--- src/sv/tws_pkg.sv ---
// Package for the three-wire serial master: command codes, phase type and
// bit count limits. No dependencies.
package tws_pkg;

  localparam int CMD_W  = 2;
  localparam int BYTE_W = 8;
  localparam int CNT_W  = 4;

  localparam logic [CMD_W-1:0] CMD_TICK  = 2'd0;
  localparam logic [CMD_W-1:0] CMD_WRITE = 2'd1;
  localparam logic [CMD_W-1:0] CMD_READ  = 2'd2;

  localparam logic [CNT_W-1:0] LAST_CMD_BIT   = 4'd7;
  localparam logic [CNT_W-1:0] LAST_WRITE_BIT = 4'd15;
  localparam logic [CNT_W-1:0] LAST_READ_BIT  = 4'd7;

  typedef enum logic [2:0] {
    PH_IDLE    = 3'd0,
    PH_LOW     = 3'd1,
    PH_HIGH    = 3'd2,
    PH_RELEASE = 3'd3,
    PH_FALL    = 3'd4,
    PH_SAMPLE  = 3'd5,
    PH_RISE    = 3'd6,
    PH_FINISH  = 3'd7
  } phase_t;

endpackage

--- src/sv/three_wire_serial_master_unit.sv ---
// Three-wire serial master, one pin phase per item.
// Depends on tws_pkg.
//
//  channel | direction | ports
//  in      | input     | in_valid in_ready in_cmd in_address in_write_data in_io_in
//  out     | output    | out_valid out_ready out_ce out_sclk out_io_out out_io_drive
//          |           | out_read_data out_busy_res out_done_res
//
// Each item's result is registered after acceptance: an input register,
// then the phase update that loads the result register. One item per cycle
// sustained unless the result stalls; the transaction state registers are the only loop.
// rst_n (synchronous) returns to idle with enable and clock low, pin driven.
// A stalled result holds the input register; in_ready drops only then.
module three_wire_serial_master_unit (
  input  logic                       clk,
  input  logic                       rst_n,
  input  logic                       in_valid,
  output logic                       in_ready,
  input  logic [tws_pkg::CMD_W-1:0]  in_cmd,
  input  logic [tws_pkg::BYTE_W-1:0] in_address,
  input  logic [tws_pkg::BYTE_W-1:0] in_write_data,
  input  logic                       in_io_in,
  output logic                       out_valid,
  input  logic                       out_ready,
  output logic                       out_ce,
  output logic                       out_sclk,
  output logic                       out_io_out,
  output logic                       out_io_drive,
  output logic [tws_pkg::BYTE_W-1:0] out_read_data,
  output logic                       out_busy_res,
  output logic                       out_done_res
);

  // input stage
  logic                       s1_valid_r;
  logic [tws_pkg::CMD_W-1:0]  s1_cmd_r;
  logic [tws_pkg::BYTE_W-1:0] s1_addr_r;
  logic [tws_pkg::BYTE_W-1:0] s1_wdat_r;
  logic                       s1_io_r;
  logic                       s1_adv;

  // transaction state
  tws_pkg::phase_t              phase_r, phase_nxt;
  logic [tws_pkg::CNT_W-1:0]    bit_count_r, bit_count_nxt;
  logic [2*tws_pkg::BYTE_W-1:0] out_shift_r, out_shift_nxt;
  logic [tws_pkg::BYTE_W-1:0]   in_shift_r, in_shift_nxt;
  logic                         is_read_r, is_read_nxt;
  logic                         ce_r, ce_nxt;
  logic                         sclk_r, sclk_nxt;
  logic                         io_r, io_nxt;
  logic                         drive_r, drive_nxt;
  logic                         done_nxt;
  logic [tws_pkg::BYTE_W-1:0]   rd_nxt;
  logic [tws_pkg::BYTE_W-1:0]   cmd_byte;

  // result register
  logic                       o_valid_r;
  logic                       o_ce_r, o_sclk_r, o_io_r, o_drive_r, o_busy_r, o_done_r;
  logic [tws_pkg::BYTE_W-1:0] o_rd_r;

  assign s1_adv   = s1_valid_r && (!o_valid_r || out_ready);
  assign in_ready = !s1_valid_r || s1_adv;

  always_ff @(posedge clk) begin
    if (!rst_n) begin
      s1_valid_r <= 1'b0;
    end else if (in_ready) begin
      s1_valid_r <= in_valid;
    end
  end

  always_ff @(posedge clk) begin
    if (in_ready && in_valid) begin
      s1_cmd_r  <= in_cmd;
      s1_addr_r <= in_address;
      s1_wdat_r <= in_write_data;
      s1_io_r   <= in_io_in;
    end
  end

  always_comb begin
    phase_nxt     = phase_r;
    bit_count_nxt = bit_count_r;
    out_shift_nxt = out_shift_r;
    in_shift_nxt  = in_shift_r;
    is_read_nxt   = is_read_r;
    ce_nxt        = ce_r;
    sclk_nxt      = sclk_r;
    io_nxt        = io_r;
    drive_nxt     = drive_r;
    done_nxt      = 1'b0;
    rd_nxt        = '0;
    cmd_byte      = s1_addr_r;
    if (phase_r == tws_pkg::PH_IDLE) begin
      if (s1_cmd_r == tws_pkg::CMD_WRITE || s1_cmd_r == tws_pkg::CMD_READ) begin
        is_read_nxt   = (s1_cmd_r == tws_pkg::CMD_READ);
        cmd_byte[0]   = (s1_cmd_r == tws_pkg::CMD_READ);
        out_shift_nxt = {s1_wdat_r, cmd_byte};
        in_shift_nxt  = '0;
        bit_count_nxt = '0;
        ce_nxt        = 1'b1;
        sclk_nxt      = 1'b0;
        io_nxt        = 1'b0;
        drive_nxt     = 1'b1;
        phase_nxt     = tws_pkg::PH_LOW;
      end
    end else if (s1_cmd_r == tws_pkg::CMD_TICK) begin
      case (phase_r)
        tws_pkg::PH_LOW: begin
          sclk_nxt      = 1'b0;
          io_nxt        = out_shift_r[0];
          out_shift_nxt = {1'b0, out_shift_r[2*tws_pkg::BYTE_W-1:1]};
          phase_nxt     = tws_pkg::PH_HIGH;
        end
        tws_pkg::PH_HIGH: begin
          sclk_nxt = 1'b1;
          if (bit_count_r == (is_read_r ? tws_pkg::LAST_CMD_BIT
                                        : tws_pkg::LAST_WRITE_BIT)) begin
            bit_count_nxt = '0;
            phase_nxt     = is_read_r ? tws_pkg::PH_RELEASE : tws_pkg::PH_FINISH;
          end else begin
            bit_count_nxt = bit_count_r + 1'b1;
            phase_nxt     = tws_pkg::PH_LOW;
          end
        end
        tws_pkg::PH_RELEASE: begin
          drive_nxt = 1'b0;
          io_nxt    = 1'b0;
          phase_nxt = tws_pkg::PH_FALL;
        end
        tws_pkg::PH_FALL: begin
          sclk_nxt  = 1'b0;
          phase_nxt = tws_pkg::PH_SAMPLE;
        end
        tws_pkg::PH_SAMPLE: begin
          in_shift_nxt = {s1_io_r, in_shift_r[tws_pkg::BYTE_W-1:1]};
          if (bit_count_r == tws_pkg::LAST_READ_BIT) begin
            phase_nxt = tws_pkg::PH_FINISH;
          end else begin
            bit_count_nxt = bit_count_r + 1'b1;
            phase_nxt     = tws_pkg::PH_RISE;
          end
        end
        tws_pkg::PH_RISE: begin
          sclk_nxt  = 1'b1;
          phase_nxt = tws_pkg::PH_FALL;
        end
        default: begin
          ce_nxt        = 1'b0;
          sclk_nxt      = 1'b0;
          io_nxt        = 1'b0;
          drive_nxt     = 1'b1;
          done_nxt      = 1'b1;
          rd_nxt        = is_read_r ? in_shift_r : '0;
          bit_count_nxt = '0;
          phase_nxt     = tws_pkg::PH_IDLE;
        end
      endcase
    end
  end

  always_ff @(posedge clk) begin
    if (!rst_n) begin
      phase_r     <= tws_pkg::PH_IDLE;
      bit_count_r <= '0;
      out_shift_r <= '0;
      in_shift_r  <= '0;
      is_read_r   <= 1'b0;
      ce_r        <= 1'b0;
      sclk_r      <= 1'b0;
      io_r        <= 1'b0;
      drive_r     <= 1'b1;
    end else if (s1_adv) begin
      phase_r     <= phase_nxt;
      bit_count_r <= bit_count_nxt;
      out_shift_r <= out_shift_nxt;
      in_shift_r  <= in_shift_nxt;
      is_read_r   <= is_read_nxt;
      ce_r        <= ce_nxt;
      sclk_r      <= sclk_nxt;
      io_r        <= io_nxt;
      drive_r     <= drive_nxt;
    end
  end

  always_ff @(posedge clk) begin
    if (!rst_n) begin
      o_valid_r <= 1'b0;
    end else if (s1_adv) begin
      o_valid_r <= 1'b1;
    end else if (out_ready) begin
      o_valid_r <= 1'b0;
    end
  end

  always_ff @(posedge clk) begin
    if (s1_adv) begin
      o_ce_r    <= ce_nxt;
      o_sclk_r  <= sclk_nxt;
      o_io_r    <= io_nxt;
      o_drive_r <= drive_nxt;
      o_rd_r    <= rd_nxt;
      o_busy_r  <= (phase_nxt != tws_pkg::PH_IDLE);
      o_done_r  <= done_nxt;
    end
  end

  assign out_valid     = o_valid_r;
  assign out_ce        = o_ce_r;
  assign out_sclk      = o_sclk_r;
  assign out_io_out    = o_io_r;
  assign out_io_drive  = o_drive_r;
  assign out_read_data = o_rd_r;
  assign out_busy_res  = o_busy_r;
  assign out_done_res  = o_done_r;

  a_ready_only_on_stall: assert property (@(posedge clk) disable iff (!rst_n)
    !in_ready |-> (o_valid_r && !out_ready))
    else $error("input stalled without a stalled result");

  a_idle_pins: assert property (@(posedge clk) disable iff (!rst_n)
    (phase_r == tws_pkg::PH_IDLE) |-> (!ce_r && !sclk_r && drive_r))
    else $error("pins not parked while idle");

  a_released_pin: assert property (@(posedge clk) disable iff (!rst_n)
    !drive_r |-> (!io_r && is_read_r && ce_r))
    else $error("pin released outside a read");

  a_done_not_busy: assert property (@(posedge clk) disable iff (!rst_n)
    (s1_adv && done_nxt) |=> (o_valid_r && o_done_r && !o_busy_r && !o_ce_r))
    else $error("done item shows busy or enable");

endmodule
--- config.mk ---
export PLATFORM = sky130hd
export DESIGN_NAME = three_wire_serial_master_unit
export DESIGN_NICKNAME = d
export VERILOG_FILES = /design/src/sv/tws_pkg.sv /design/src/sv/three_wire_serial_master_unit.sv
export SDC_FILE = /design/constraint.sdc
export NUM_CORES = 1
export LEC_CHECK = 0
export BUFFER_PORTS_ARGS = -buffer_cell sky130_fd_sc_hd__buf_2
export CAP_MARGIN = 40
export CORE_MARGIN = 2
export CORE_UTILIZATION = 61
export DETAILED_ROUTE_END_ITERATION = 7
export PLACE_DENSITY = 0.86
export SYNTH_ARGS = -nofsm -noshare
export SYNTH_HDL_FRONTEND = slang
export SYNTH_SLANG_ARGS = --single-unit
--- constraint.sdc ---
create_clock -name clk -period 4.3 [get_ports clk]
set_clock_uncertainty 0.2 [all_clocks]
set_input_delay 0.43 -clock clk [delete_from_list [all_inputs] [get_ports clk]]
set_output_delay 0.43 -clock clk [all_outputs]
set_load 0.02 [all_outputs]
==> results of run 1 <==
## worst max-delay path: cells and delay by family, from the launching register on
kind | cells | cell delay, ps
AOI/OAI and AO/OA | 2 | 360
and+or+nand+nor | 2 | 900
adders and majority gates | 1 | 490
buffers and inverters | 2 | 310
DFF | 1 | 390
## metrics by stage
stage                     power (µW)  instance area [µm²]  hold WS, ps  std cells
after floorplan                854.4                 3057        237.4        294
after global placement         886.5                 3237        247.7        379
after detailed placement       895.2                 3272        265.8        381
after CTS                       1415                 3471        42.87        397
after global routing            1462                 3471        38.01        397
final                           1411                 3471        55.76        397
## layer usage
layer | wire length, µm | track usage
met1 | 2478 | 0.2585
met2 | 2771 | 0.3569
met3 | 240 | 0.05221
met4 | 106 | 0.1310
met5 | 0 | 0
## worst paths after layout
check,slack (ps),from,endpoint,depth (start not counted)
max,1480,s1_cmd_r[1],out_shift_r[6],7
min,60,in_io_in,s1_io_r,1
max reg2reg,1480,s1_cmd_r[1],out_shift_r[6],7
min reg2reg,280,in_shift_r[0],in_shift_r[0],2
## cell families (layout without fill, tap and decap cells)
family,count (synthesis),count (layout),synth area share
compound gates,84,84,0.1920
xor+xnor,3,3,0.008598
fa+ha+maj,3,3,0.01228
buf+inv,29,65,0.04380
flops,70,70,0.5632
mux,2,2,0.006550
simple gates,103,103,0.1736
## final cells by class
cell class	instances	area, µm²	area share
Sequential cell	70	1722	0.4960
Clock buffer	11	141.4	0.04074
Inverter	8	30.03	0.008652
Clock inverter	5	57.56	0.01658
Multi-Input combinational cell	195	1201	0.3461
Tap cell	67	83.83	0.02415
Timing Repair Buffer	41	235.2	0.06777
## sequential cells by signal (all words and copies together) (netlist names), 2 cells and up
register,flops
s1_wdat_r,8
bit_count_r,4
phase_r,3
out_read_data,8
s1_cmd_r,2
out_shift_r,16
in_shift_r,8
s1_addr_r,7
## where the power goes
part | switching (µW) | internal, µW
Clock | 244 | 285
Sequential | 16.7 | 728
Combinational | 85.8 | 51.8
## layout by cell type, fill, tap and decap left out, types with 2 or more instances in the layout
cell,count
a21o_1,2
a21oi_1,34
a311oi_1,15
and2_1,2
and3_1,10
buf_2,37
buf_4,3
clkbuf_8,10
clkinv_2,2
dfxtp_1,38
edfxtp_1,32
ha_1,3
inv_1,7
mux2i_1,2
nand2_1,39
nand2b_1,10
nand3_1,14
nor2_1,9
nor2b_1,2
nor3_2,2
nor4_1,5
o2111ai_1,3
o211ai_1,3
o21a_1,2
o21ai_0,8
o2bb2ai_1,2
o31ai_1,3
or3_1,2
xnor2_1,3
==> flow_summary.toml, run 1 <==
[clock_network]
numCtsBuffers = 9
clk_latency_ps = 340
clock-sinks = 70
cts_root_buf = "clkbuf_8"
cts_max_path_buffers = 2
cts_max_level = 3
cts-resized-gates = 0
cts_tree = "yes"
clk_pin_slew_ps = 80
cts_hold_buf = 0
postCtsSetupRepairBufs = 0

[setup_path]
worstSetupStartpointType = "flop"
worst-endpoint-arrival_ps = 2800
path_cells = "inv_1 -> ha_1 -> nand2_1 -> a21oi_2 -> buf_4 -> and2_0 -> a311oi_1"
required_ps = 4280
crit_fanout = 18
crit_type = "reg -> reg"
crit_path_top_delay_cell = "and2_0"
end_kind = "flop"
max_stage_delay_ps = 670

[drt]
viasPerCell = 5.917
drt_iter0_markers = 175
dr.pass1.iters = 4
vias = 2349
wire_per_inst_um = 14.10
post-route-drc-count = 0
drtAntennaViolNets = 0
wirelength_um = 5597

[placement]
dp_slack_ps = 1516
dp_hpwl_um = 3667
place.gp.congestion = 0.8311
io_buffers = 37

[hold_path]
hp-class = "in -> reg"

[layout]
antenna_cells = 0
finish.utilization = 0.7252
drive_gt1_frac = 0.2000
syn_to_final_growth_pct = 13.55
n_fill_cell = 370
final_net_count = 351

[yosys]
postSynthNetCount = 320
yosysTopAreaCell = "edfxtp_1"
synth_seq_cells = 70
synthArstFlopShare = 0
yosysMostFrequentCell = "nand2_1"
synthDominantCellAreaShare = 0.3144
ys_seq_area_frac = 0.5632
synth_edf_count = 32
netlist-cell-type-count = 50
yosysWarnings = 0
syn_area_um2 = 3057
syn_inst = 294
synth_area_leaders = "edfxtp_1, dfxtp_1, a21oi_1"
avgSynthCellArea_um2 = 10.40
synthFlopType = "dfxtp_1"
synthTopCellsByCount = "nand2_1, dfxtp_1, a21oi_1, edfxtp_1, a311oi_1"

[timing]
period_share = 0.6554
setup_violations = 0
slew-limit-headroom = 0.4336
finalHoldViolCount = 0
grt_setup_unrepaired = "false"
fin_setup_tns_ps = 0
slew_viol_final = 0
final.setup.worst_slack_ps = 1482
tightestPinTransition_ps = 849.6
max_freq_ghz = 0.3549
post-route-min-period_ps = 2818

[global_routing]
grt-ovfl-total = 0
grt_pass1_wl_um = 9094
grt_use_total = 0.2169
grt_pass1_vias = 2075
antenna_found_initial = 0
grt_max_degree = 26

[floorplanning]
num_rows = 25
initial_utilization = 0.6387
die_h_um = 74.79
dieArea_um2 = 5594
core_region_area_um2 = 4786
num_io_pins = 39
fp.dieW_um = 74.79

[pwr]
powerDensity_nw_per_um2 = 406.5
power.leakage_uw = 0.001241
vdd_drop_max_mv = 0.3685

[status]
status = "finished, final reports clean"

[flow_run]
max_cap_violations = 0
(Power assumes the default switching activity.)
==> inputs of run 2 (changes only) <==
- ABC_AREA: not set -> 1
- CORE_UTILIZATION: 61 -> 52
- PLACE_DENSITY: 0.86 -> 0.78
- clock period: 4.3 -> 2.5 ns (I/O delays scaled with it)
==> flow_summary.toml, run 2 <==
[yosys]
avgSynthCellArea_um2 = 8.073
synth_edf_count = 32
syn_inst = 396
yosysMostFrequentCell = "nand2_1"
yosysWarnings = 0
netlist-cell-type-count = 27
postSynthNetCount = 422
syn_area_um2 = 3197
yosysTopAreaCell = "edfxtp_1"
ys_seq_area_frac = 0.5386
synthDominantCellAreaShare = 0.3006
synth_area_leaders = "edfxtp_1, dfxtp_1, nand2_1"
synth_seq_cells = 70
synthTopCellsByCount = "nand2_1, nor2_1, dfxtp_1, inv_1, edfxtp_1"
synthArstFlopShare = 0
synthFlopType = "dfxtp_1"

[layout]
largest_register_ffs = 16
final_common_cell = "nand2_1"
most-common-layout-cells = "nand2_1, nor2_1, dfxtp_1"
drive_gt1_frac = 0.1569
syn_to_final_growth_pct = 20.94
antenna_cells = 0
finish.utilization = 0.6530
final_net_count = 480
n_fill_cell = 514
top_register = "out_shift_r"

[drt]
post-route-drc-count = 0
wire_per_inst_um = 11.96
dr.pass1.iters = 5
viasPerCell = 5.019
drt_iter0_markers = 244
drtAntennaViolNets = 0
vias = 2680
wirelength_um = 6387

[floorplanning]
core_region_area_um2 = 5921
num_io_pins = 39
num_rows = 28
initial_utilization = 0.5399
die_h_um = 82.41
dieArea_um2 = 6791
fp.dieW_um = 82.41

[pwr]
vdd_drop_max_mv = 0.5212
powerDensity_nw_per_um2 = 702.3
power_frac_clock = 0.385
switchingPower_uw = 707.7
switching_share = 0.2606
power.leakage_uw = 0.001658
pwr-share-comb = 0.138
intPower_uw = 2007
power_frac_seq = 0.477
total_power_uw = 2715

[timing]
post-route-min-period_ps = 2191
grt_setup_unrepaired = "false"
finalHoldViolCount = 0
period_share = 0.8764
final.setup.worst_slack_ps = 308.9
max_freq_ghz = 0.4564
setup_violations = 0
slew_viol_final = 0
hold_slack_ps = 75.62
slew-limit-headroom = 0.4663
tightestPinTransition_ps = 799.7
fin_setup_tns_ps = 0

[clock_network]
clock-sinks = 70
cts_hold_buf = 20
cts-resized-gates = 0
cts_max_path_buffers = 2
clk_pin_slew_ps = 80
cts_tree = "yes"
cts_max_level = 3
cts_root_buf = "clkbuf_8"
clk_latency_ps = 350
postCtsSetupRepairBufs = 0
numCtsBuffers = 9

[placement]
io_buffers = 37
dp_hpwl_um = 4132
place.gp.congestion = 0.8971
dp_slack_ps = 301.9

[setup_path]
crit_type = "reg -> reg"
worst-endpoint-arrival_ps = 2240
worstSetupStartpointType = "flop"
required_ps = 2550
crit_fanout = 16
end_kind = "flop"

[global_routing]
grt-ovfl-total = 0
grt_use_total = 0.2145
grt_pass1_vias = 2505
grt_max_degree = 28
grt_pass1_wl_um = 10940
antenna_found_initial = 0

[hold_path]
hp-class = "in -> reg"

[status]
status = "finished, final reports clean"

[flow_run]
max_cap_violations = 0
[run 2: per-stage QoR]
stage | cells | cell area (µm²)
floorplan | 396 | 3197
global placement | 498 | 3433
detailed placement | 498 | 3433
CTS | 534 | 3866
global route | 534 | 3866
finish | 534 | 3866
[run 2: final timing paths]
check / startpoint / to / slack, ps / cells after the start
worst max-delay path: s1_cmd_r[1] / in_shift_r[3] / 310 / 9
worst min-delay path: rst_n / in_shift_r[5] / 80 / 3
worst max register to register: s1_cmd_r[1] / in_shift_r[3] / 310 / 9
worst min register to register: ce_r / ce_r / 250 / 2
[run 2: cell families after synthesis]
group / after synthesis / share of synthesized area
adders and majority gates: 3 / 0.01174
DFF: 70 / 0.5386
AOI/OAI and AO/OA: 58 / 0.1088
buffers and inverters: 58 / 0.07553
and+or+nand+nor: 205 / 0.2599
xor gates and xnor gates: 2 / 0.005480
[run 2: worst max-delay path, stage by stage (launching register included)]
cell and delay (ps):
edfxtp_1 390, inv_1 70, ha_1 370, inv_2 170, a21oi_4 290, inv_2 70
nor2_4 300, nand2_1 100, nand2_1 70, nor2_1 40
[run 2: area by class of cell]
| class | instances | area, µm² | share of cell area |
|---|---|---|---|
| clock buffer | 11 | 151.4 | 0.03916 |
| inverter | 43 | 161.4 | 0.04175 |
| clock inverter | 5 | 81.33 | 0.02104 |
| timing repair buffer | 62 | 422.9 | 0.1094 |
| tap | 75 | 93.84 | 0.02427 |
| multi-input combinational | 268 | 1234 | 0.3191 |
| sequential | 70 | 1722 | 0.4453 |
[run 2: power groups by stage]
stage | registers, µW | logic, µW | clock network, µW
floorplan | 1330 | 254 | 0
global placement | 1320 | 342 | 0
detailed placement | 1320 | 349 | 0
CTS | 1300 | 375 | 1060
global route | 1300 | 424 | 1110
finish | 1300 | 375 | 1050
[run 2: per-layer routing]
metal | up-vias | track usage | share of wire
met3 | 12 | 0.05326 | 0.058
met1 | 1209 | 0.2607 | 0.44
met2 | 72 | 0.3653 | 0.49
li1 | 1387 | - | -
met5 | - | 0 | 0
met4 | 0 | 0.08333 | 0.014
